[src/hdl/lcs_pkg.sv]
// shared types and constants for the line centroid steering block
package lcs_pkg;

	localparam int ROW_WIDTH   = 320;
	localparam int PIX_W       = 8;
	localparam int COL_W       = 12;
	localparam int SUM_W       = 24;
	localparam int CNT_W       = 12;
	localparam int SPEED_W     = 9;
	localparam int OFFSET_W    = 12;
	localparam int CFG_W       = 8;
	localparam int CFG_IDX_W   = 1;
	localparam int IN_DATA_W   = 8;
	localparam int OUT_DATA_W  = 32;
	localparam int SPEED_LIMIT = 255;

	// register indexes
	localparam logic [CFG_IDX_W-1:0] REG_WHITE_THRESHOLD = 1'd0;
	localparam logic [CFG_IDX_W-1:0] REG_BASE_SPEED      = 1'd1;

	localparam logic [CFG_W-1:0] WHITE_THRESHOLD_RST = 8'd120;
	localparam logic [CFG_W-1:0] BASE_SPEED_RST      = 8'd80;

	// floor(x / 5) == (x * DIV5_MUL) >> DIV5_SHIFT for x below 2**16
	localparam int DIV5_MUL   = 52429;
	localparam int DIV5_SHIFT = 18;

	typedef struct packed {
		logic take;
		logic div_step;
		logic post1;
		logic post2;
		logic out_load;
	} lcs_cmd_t;

	typedef struct packed {
		logic row_last;
		logic row_empty;
		logic div_done;
		logic out_free;
	} lcs_status_t;

endpackage

[src/hdl/lcs_ctrl.sv]
// controller: row accumulation, divide sequencing and result hand-off
module lcs_ctrl (
	input  logic                clk,
	input  logic                arst_n,
	input  logic                in_valid,
	output logic                in_ready,
	input  lcs_pkg::lcs_status_t status,
	output lcs_pkg::lcs_cmd_t    cmd
);
	import lcs_pkg::*;

	localparam logic [2:0] ST_ACC = 3'd0;
	localparam logic [2:0] ST_DIV = 3'd1;
	localparam logic [2:0] ST_P1  = 3'd2;
	localparam logic [2:0] ST_P2  = 3'd3;
	localparam logic [2:0] ST_P3  = 3'd4;

	logic [2:0] state_q;
	logic [2:0] state_d;

	assign in_ready = (state_q == ST_ACC);

	always_comb begin
		cmd          = '0;
		state_d      = state_q;
		cmd.take     = in_ready && in_valid;
		cmd.div_step = (state_q == ST_DIV);
		cmd.post1    = (state_q == ST_P1);
		cmd.post2    = (state_q == ST_P2);
		cmd.out_load = (state_q == ST_P3) && status.out_free;
		case (state_q)
			ST_ACC: begin
				if (cmd.take && status.row_last) begin
					// an empty row skips the divide
					state_d = status.row_empty ? ST_P1 : ST_DIV;
				end
			end
			ST_DIV: begin
				if (status.div_done) begin
					state_d = ST_P1;
				end
			end
			ST_P1: state_d = ST_P2;
			ST_P2: state_d = ST_P3;
			ST_P3: begin
				if (status.out_free) begin
					state_d = ST_ACC;
				end
			end
			default: state_d = ST_ACC;
		endcase
	end

	always_ff @(posedge clk or negedge arst_n) begin
		if (!arst_n) begin
			state_q <= ST_ACC;
		end else begin
			state_q <= state_d;
		end
	end

endmodule

[src/hdl/lcs_datapath.sv]
// datapath: accumulators, serial divider, steering math and output register
module lcs_datapath (
	input  logic                            clk,
	input  logic                            arst_n,
	input  logic                            cfg_we,
	input  logic [lcs_pkg::CFG_IDX_W-1:0]   cfg_index,
	input  logic [lcs_pkg::CFG_W-1:0]       cfg_data,
	input  logic [lcs_pkg::PIX_W-1:0]       pixel_value,
	input  logic                            row_end,
	input  lcs_pkg::lcs_cmd_t               cmd,
	output lcs_pkg::lcs_status_t            status,
	output logic                            out_valid,
	input  logic                            out_ready,
	output logic signed [lcs_pkg::SPEED_W-1:0]  left_speed,
	output logic signed [lcs_pkg::SPEED_W-1:0]  right_speed,
	output logic signed [lcs_pkg::OFFSET_W-1:0] line_offset,
	output logic                            no_line
);
	import lcs_pkg::*;

	localparam int STEP_W = $clog2(SUM_W);
	localparam int PROD_W = 18;
	localparam int X_W    = PROD_W - 4;
	localparam int MUL_W  = X_W + 16;
	localparam int Q5_W   = 12;
	localparam int D_W    = 13;

	logic [CFG_W-1:0]        thr_q;
	logic [CFG_W-1:0]        base_q;
	logic [COL_W-1:0]        col_q;
	logic signed [SUM_W-1:0] sum_q;
	logic [CNT_W-1:0]        cnt_q;

	logic [SUM_W-1:0]        dvd_q;
	logic [CNT_W-1:0]        dvs_q;
	logic [CNT_W-1:0]        rem_q;
	logic [STEP_W-1:0]       step_q;
	logic                    neg_q;
	logic                    empty_q;

	logic signed [OFFSET_W-1:0] mean_q;
	logic [PROD_W-1:0]          prod_q;
	logic [Q5_W-1:0]            quot5_q;
	logic                       valid_q;

	logic                    hit;
	logic signed [SUM_W-1:0] offset;
	logic signed [SUM_W-1:0] sum_new;
	logic [CNT_W-1:0]        cnt_new;
	logic [SUM_W-1:0]        sum_abs;
	logic [CNT_W:0]          shifted;
	logic                    ge;
	logic [CNT_W:0]          rem_next;
	logic [OFFSET_W-1:0]     mag;
	logic [OFFSET_W-2:0]     halfm;
	logic [MUL_W-1:0]        mul5;
	logic [Q5_W-2:0]         dm;
	logic signed [D_W-1:0]   dsig;
	logic signed [D_W-1:0]   lsum;
	logic signed [D_W-1:0]   rsum;

	function automatic logic signed [SPEED_W-1:0] clamp_speed(input logic signed [D_W-1:0] v);
		logic signed [D_W-1:0] lim;
		lim = D_W'(SPEED_LIMIT);
		if (v > lim) begin
			clamp_speed = SPEED_W'(SPEED_LIMIT);
		end else if (v < -lim) begin
			clamp_speed = -SPEED_W'(SPEED_LIMIT);
		end else begin
			clamp_speed = v[SPEED_W-1:0];
		end
	endfunction

	// accumulation of the current pixel
	always_comb begin
		hit     = pixel_value > thr_q;
		offset  = $signed(SUM_W'(col_q)) - SUM_W'(ROW_WIDTH / 2);
		sum_new = hit ? sum_q + offset : sum_q;
		cnt_new = cnt_q + CNT_W'(hit);
		sum_abs = sum_new[SUM_W-1] ? SUM_W'(-sum_new) : SUM_W'(sum_new);
	end

	// one restoring divide step per cycle
	always_comb begin
		shifted  = {rem_q, dvd_q[SUM_W-1]};
		ge       = shifted >= {1'b0, dvs_q};
		rem_next = ge ? shifted - {1'b0, dvs_q} : shifted;
	end

	always_comb begin
		mag   = dvd_q[OFFSET_W-1:0];
		halfm = mag[OFFSET_W-1:1];
		mul5  = MUL_W'(prod_q[PROD_W-1:4]) * MUL_W'(DIV5_MUL);
		dm    = quot5_q[Q5_W-1:1];
		dsig  = neg_q ? -D_W'(dm) : D_W'(dm);
		lsum  = $signed(D_W'(base_q)) + dsig;
		rsum  = $signed(D_W'(base_q)) - dsig;
	end

	always_comb begin
		status.row_last  = row_end || (col_q >= COL_W'(ROW_WIDTH - 1));
		status.row_empty = (cnt_new == '0);
		status.div_done  = (step_q == STEP_W'(SUM_W - 1));
		status.out_free  = !valid_q || out_ready;
	end

	always_ff @(posedge clk or negedge arst_n) begin
		if (!arst_n) begin
			thr_q  <= WHITE_THRESHOLD_RST;
			base_q <= BASE_SPEED_RST;
		end else if (cfg_we) begin
			case (cfg_index)
				REG_WHITE_THRESHOLD: thr_q  <= cfg_data;
				REG_BASE_SPEED:      base_q <= cfg_data;
				default: ;
			endcase
		end
	end

	always_ff @(posedge clk or negedge arst_n) begin
		if (!arst_n) begin
			col_q <= '0;
			sum_q <= '0;
			cnt_q <= '0;
		end else if (cmd.take) begin
			if (status.row_last) begin
				col_q <= '0;
				sum_q <= '0;
				cnt_q <= '0;
			end else begin
				col_q <= col_q + COL_W'(1);
				sum_q <= sum_new;
				cnt_q <= cnt_new;
			end
		end
	end

	always_ff @(posedge clk) begin
		if (cmd.take && status.row_last) begin
			dvd_q   <= status.row_empty ? '0 : sum_abs;
			dvs_q   <= cnt_new;
			rem_q   <= '0;
			step_q  <= '0;
			neg_q   <= sum_new[SUM_W-1];
			empty_q <= status.row_empty;
		end else if (cmd.div_step) begin
			dvd_q  <= {dvd_q[SUM_W-2:0], ge};
			rem_q  <= rem_next[CNT_W-1:0];
			step_q <= step_q + STEP_W'(1);
		end
		if (cmd.post1) begin
			mean_q <= neg_q ? -$signed(mag) : $signed(mag);
			prod_q <= PROD_W'({halfm, 8'b0}) - PROD_W'(halfm);
		end
		if (cmd.post2) begin
			quot5_q <= mul5[DIV5_SHIFT +: Q5_W];
		end
		if (cmd.out_load) begin
			left_speed  <= clamp_speed(lsum);
			right_speed <= clamp_speed(rsum);
			line_offset <= mean_q;
			no_line     <= empty_q;
		end
	end

	always_ff @(posedge clk or negedge arst_n) begin
		if (!arst_n) begin
			valid_q <= 1'b0;
		end else if (cmd.out_load) begin
			valid_q <= 1'b1;
		end else if (out_ready) begin
			valid_q <= 1'b0;
		end
	end

	assign out_valid = valid_q;

endmodule

[src/hdl/line_centroid_steering_top.sv]
// Line centroid steering: one pixel per input transaction, one steering result per row.
// s_tdata[7:0] is the pixel brightness, s_tlast marks the last pixel of a row.
// A row also ends on its own at column ROW_WIDTH-1.
// m_tdata carries left speed [8:0], right speed [17:9], mean line offset [29:18],
// zero padding [31:30]; m_tuser[0] is set when no pixel passed the threshold.
// cfg_we/cfg_index/cfg_data write white_threshold (index 0) or base_speed (index 1);
// write only while no row is in flight.
// Inside a row a pixel is taken every cycle. After the row's last pixel the
// input stalls while a bit-serial divider forms the mean, one quotient bit
// per divide step, then the steering math and the output load follow (a row
// without line pixels skips the divide). Then the next row may start.
// The result sits in an output register, so a stalled receiver only holds the
// block once a second result is ready to be loaded.
// Reset clears the accumulators, drops m_tvalid and restores the registers to
// threshold 120 and base speed 80.
module line_centroid_steering_top (
	input  logic                                  clk,
	input  logic                                  arst_n,
	input  logic                                  cfg_we,
	input  logic [lcs_pkg::CFG_IDX_W-1:0]         cfg_index,
	input  logic [lcs_pkg::CFG_W-1:0]             cfg_data,
	input  logic                                  s_tvalid,
	output logic                                  s_tready,
	input  logic [lcs_pkg::IN_DATA_W-1:0]         s_tdata,   // pixel_value
	input  logic                                  s_tlast,   // row_end
	output logic                                  m_tvalid,
	input  logic                                  m_tready,
	// left_speed, right_speed, line_offset, zero fill
	output logic [lcs_pkg::OUT_DATA_W-1:0]        m_tdata,
	output logic [0:0]                            m_tuser    // no_line
);
	import lcs_pkg::*;

	lcs_cmd_t    cmd;
	lcs_status_t status;

	logic signed [SPEED_W-1:0]  left_speed;
	logic signed [SPEED_W-1:0]  right_speed;
	logic signed [OFFSET_W-1:0] line_offset;
	logic                       no_line;

	lcs_ctrl u_ctrl (
		.clk      (clk),
		.arst_n   (arst_n),
		.in_valid (s_tvalid),
		.in_ready (s_tready),
		.status   (status),
		.cmd      (cmd)
	);

	lcs_datapath u_datapath (
		.clk         (clk),
		.arst_n      (arst_n),
		.cfg_we      (cfg_we),
		.cfg_index   (cfg_index),
		.cfg_data    (cfg_data),
		.pixel_value (s_tdata[PIX_W-1:0]),
		.row_end     (s_tlast),
		.cmd         (cmd),
		.status      (status),
		.out_valid   (m_tvalid),
		.out_ready   (m_tready),
		.left_speed  (left_speed),
		.right_speed (right_speed),
		.line_offset (line_offset),
		.no_line     (no_line)
	);

	assign m_tdata = {
		(OUT_DATA_W - 2*SPEED_W - OFFSET_W)'(0),
		line_offset, right_speed, left_speed
	};
	assign m_tuser = no_line;

`ifndef NO_ASSERTIONS
	// input is never taken while the divider or steering math is busy
	a_no_take_while_busy: assert property (@(posedge clk) disable iff (!arst_n)
		(cmd.div_step || cmd.post1 || cmd.post2) |-> !s_tready)
		else $error("input accepted during result computation");

	// an empty row reports zero offset and equal speeds
	a_empty_row: assert property (@(posedge clk) disable iff (!arst_n)
		(m_tvalid && m_tuser[0]) |->
		(line_offset == '0) && (left_speed == right_speed))
		else $error("empty row result inconsistent");

	// speeds do not fall below the negative motor limit
	a_speed_range: assert property (@(posedge clk) disable iff (!arst_n)
		m_tvalid |-> (left_speed >= -SPEED_W'(SPEED_LIMIT)) &&
		(right_speed >= -SPEED_W'(SPEED_LIMIT)))
		else $error("speed below limit");

	// a new result only appears after a load from the controller
	a_valid_source: assert property (@(posedge clk) disable iff (!arst_n)
		$rose(m_tvalid) |-> $past(cmd.out_load))
		else $error("result valid without load");
`endif

endmodule
[config.mk]
export PLATFORM = sky130hd
export DESIGN_NAME = line_centroid_steering_top
export DESIGN_NICKNAME = d
export VERILOG_FILES = /design/src/hdl/lcs_pkg.sv /design/src/hdl/lcs_ctrl.sv /design/src/hdl/lcs_datapath.sv /design/src/hdl/line_centroid_steering_top.sv
export SDC_FILE = /design/constraint.sdc
export NUM_CORES = 1
export LEC_CHECK = 0
export ABC_AREA = 1
export BUFFER_PORTS_ARGS = -buffer_cell sky130_fd_sc_hd__buf_2
export CAP_MARGIN = 20
export CORE_ASPECT_RATIO = 0.9
export CORE_MARGIN = 2
export CORE_UTILIZATION = 40
export DETAILED_ROUTE_END_ITERATION = 8
export PLACE_DENSITY = 0.57
export SLEW_MARGIN = 30
export SYNTH_ARGS = -nofsm -noshare
export SYNTH_HDL_FRONTEND = slang
export SYNTH_SLANG_ARGS = --single-unit
[constraint.sdc]
create_clock -name clk -period 14.8 [get_ports clk]
set_input_delay 0 -clock clk [delete_from_list [all_inputs] [get_ports clk]]
set_output_delay 0 -clock clk [all_outputs]
set_load 0.005 [all_outputs]
==> flow_metrics.tcl <==
set metrics [dict create \
    post-synth-top-count-cell "nand2_1" \
    period_minus_slack_ns 5.89 \
    start_kind "flop" \
    initial_utilization_pct 40.5 \
    synth_top_area_share_pct 20.0 \
    status "complete, no violations" \
    place_hpwl_mm 29.8 \
    synth_edf_count 106 \
    grt_pass1_vias 12400 \
    grt_start_max_net_pins 59 \
    dominantRegCellSynth "edfxtp_1" \
    grt_pass1_wl_mm 62.3 \
    vias 12400 \
    root_buffer "clkbuf_16" \
    route.detailed.drc 0 \
    netlist_instances 1939 \
    fp.dieW_um 214 \
    clk_latency_ns 0.45 \
    synth_area_um2 15900 \
    slew_headroom_pct 35.5 \
    reg2reg_from "u_datapath.prod_q[16]" \
    wl_per_cell_um 14.6 \
    dieHeight_um 193 \
    drt-pass1-iter-count 5 \
    io_pins 58 \
    synth_top_area_cell "edfxtp_1" \
    synth.avg_cell_area_um2 8.22 \
    nets 2261 \
    hold_end "u_datapath.cnt_q[0]" \
    synthArstFlopShare_pct 35.6 \
    reg2reg_slack_ns 8.91 \
    place.gp.congestion 0.864 \
    rows 69 \
    rr_endpoint "u_datapath.quot5_q[9]" \
    path_clk_slew_ns 0.08 \
    ys_ff_latch 191 \
    grt_antenna_before_repair 0 \
    core_area_um2 39400 \
    clock_path_buffers 2 \
    drv_cap 0 \
    maxSlewViolCount 0 \
    setup_viol_count_final 0 \
    ff2ff_path_depth 21 \
    via_per_inst 4.88 \
    design_area_um2 17500 \
    min_path_cells 5 \
    wl_mm 37.2 \
    crit_arrival_ns 6.09 \
    ant_nets 0 \
    critPathRequiredTime_ns 15.00 \
    synth_area_leaders "edfxtp_1, ha_1, nand2_1" \
    clkSinkCount 191 \
    hp-class "input port to flop" \
    yosys-top-cells-count "nand2_1, inv_1, ha_1" \
    fin_setup_tns_ns 0 \
    hold_viol_final 0 \
    cts_tree "done" \
    antennaDiodeCount 0 \
    worst_slack_ns 8.91 \
    die_area_um2 41500 \
    skew_ns 0.0133 \
    track_usage_pct 18.5 \
    layout-area-overhead-vs-synth_pct 9.50 \
    rsz0062_at_grt "no" \
    dpl-instance-area_um2 16800 \
    fin_crit_sh_pct 39.8 \
    fmax_ghz 0.170 \
    hp-start "s_tvalid" \
    port_buffers 55 \
    worstSetupPathType "flop to flop" \
    yosysSeqAreaShare_pct 32.8 \
    tightest_slew_ns 0.962 \
    ys_warn_count 0 \
    path_max_fanout 4 \
    preCtsSetupSlack_ns 8.93 \
    overflow 0 \
    synth_cell_type_count 57 \
    drive_gt1_share_pct 9.29 \
    htreeDepth 4 \
    fill_cells 3942 \
    drtIter0Drc 739 \
    cp-end-kind "flop" \
    cts_buffers 17 \
]
## routing by layer
layer	GRT usage (%)	part of all wire, %	vias to the layer above
li1	-	-	6399
met1	25.7	49	5801
met2	30.1	45	201
met3	2.88	3.8	35
met4	4.89	1.6	0
met5	0	0	-
## worst max-delay path by stage
stage                     startpoint                    end  depth (start not counted)
2_1_floorplan  u_datapath.prod_q[16]  u_datapath.quot5_q[9]                         21
3_3_place_gp   u_datapath.prod_q[16]  u_datapath.quot5_q[9]                         21
3_5_place_dp   u_datapath.prod_q[16]  u_datapath.quot5_q[9]                         21
4_1_cts        u_datapath.prod_q[16]  u_datapath.quot5_q[9]                         21
5_1_grt        u_datapath.prod_q[16]  u_datapath.quot5_q[9]                         21
6_report       u_datapath.prod_q[16]  u_datapath.quot5_q[9]                         21
## placed cells by master, fill, tap and decap left out, types with 7 or more instances in the layout
master         count
nand2_1          439
inv_1            340
ha_1             179
edfxtp_1         106
nor2_1           101
a21oi_1           94
nand3_1           91
xor2_1            84
o21ai_0           82
dfrtp_1           62
fa_1              58
buf_2             54
nand2_2           29
nor3_1            26
nand4_1           21
o21ai_1           20
o22ai_1           18
clkbuf_16         17
dfxtp_1           17
xnor2_1           13
dlygate4sd3_1     11
buf_4             10
nor2_2             9
nand3b_1           9
nor4_1             8
o21bai_1           8
o21ai_2            7
nand3_2            7
## cells by family after synthesis
group | count (synthesis) | synth area share, %
XOR/XNOR | 98 | 5.43
adder cells (fa/ha/maj) | 237 | 21.3
AO/OA/AOI/OAI | 261 | 9.37
buffers and inverters | 383 | 9.50
other | 1 | 0.0235
AND/OR/NAND/NOR | 768 | 21.5
flip-flops | 191 | 32.8
## timing repair
item / CTS / global route
setup buffers: 0 / 0
hold buffers: 11 / 0
hold endpoints to repair: 79 / 0
gates resized for setup: 0 / 0
## layout make-up
cell class	instances	area (µm²)	area share [%]
flip-flops and latches	191	5230	30.0
clock inverters	12	106	0.609
multi-input cells	1366	9220	52.8
clock buffers	20	437	2.50
well taps	532	666	3.81
inverters	349	1310	7.51
repair buffers	76	483	2.77
## worst max-delay path, cell delays in order (launching register included)
cell and delay (ns):
edfxtp_1 0.41, inv_1 0.07, ha_1 0.28, inv_1 0.06, fa_1 0.62, inv_1 0.09
fa_1 0.49, fa_1 0.54, inv_1 0.05, fa_1 0.49, inv_1 0.05, fa_1 0.50
inv_1 0.04, ha_1 0.31, nand2_1 0.10, nor4_1 0.46, nand3_1 0.15, o21ai_1 0.31
a21oi_1 0.16, o21ai_1 0.20, a21oi_1 0.11, xor2_1 0.15
## per-stage QoR
step           hold slack, ns  utilization (%)  instances
6_report               0.0642             44.3       2546
5_1_grt                0.0803             44.3       2546
4_1_cts                0.0440             44.3       2545
3_5_place_dp           -0.147             42.6       2502
3_3_place_gp           -0.149             42.6       2502
2_1_floorplan          -0.296                -       1940
## flip-flops by register name (all words and copies together), names as in the netlist, 11 cells and up
register and cells:
u_datapath.line_offset 12, u_datapath.cnt_q 12, u_datapath.col_q 12, u_datapath.dvd_q 24, u_datapath.dvs_q 12, u_datapath.quot5_q 11
u_datapath.mean_q 12, u_datapath.rem_q 12, u_datapath.prod_q 14, u_datapath.sum_q 24
Power is not shown: default switching activity piles up to over one toggle a cycle in this logic, so the estimate is an artifact.
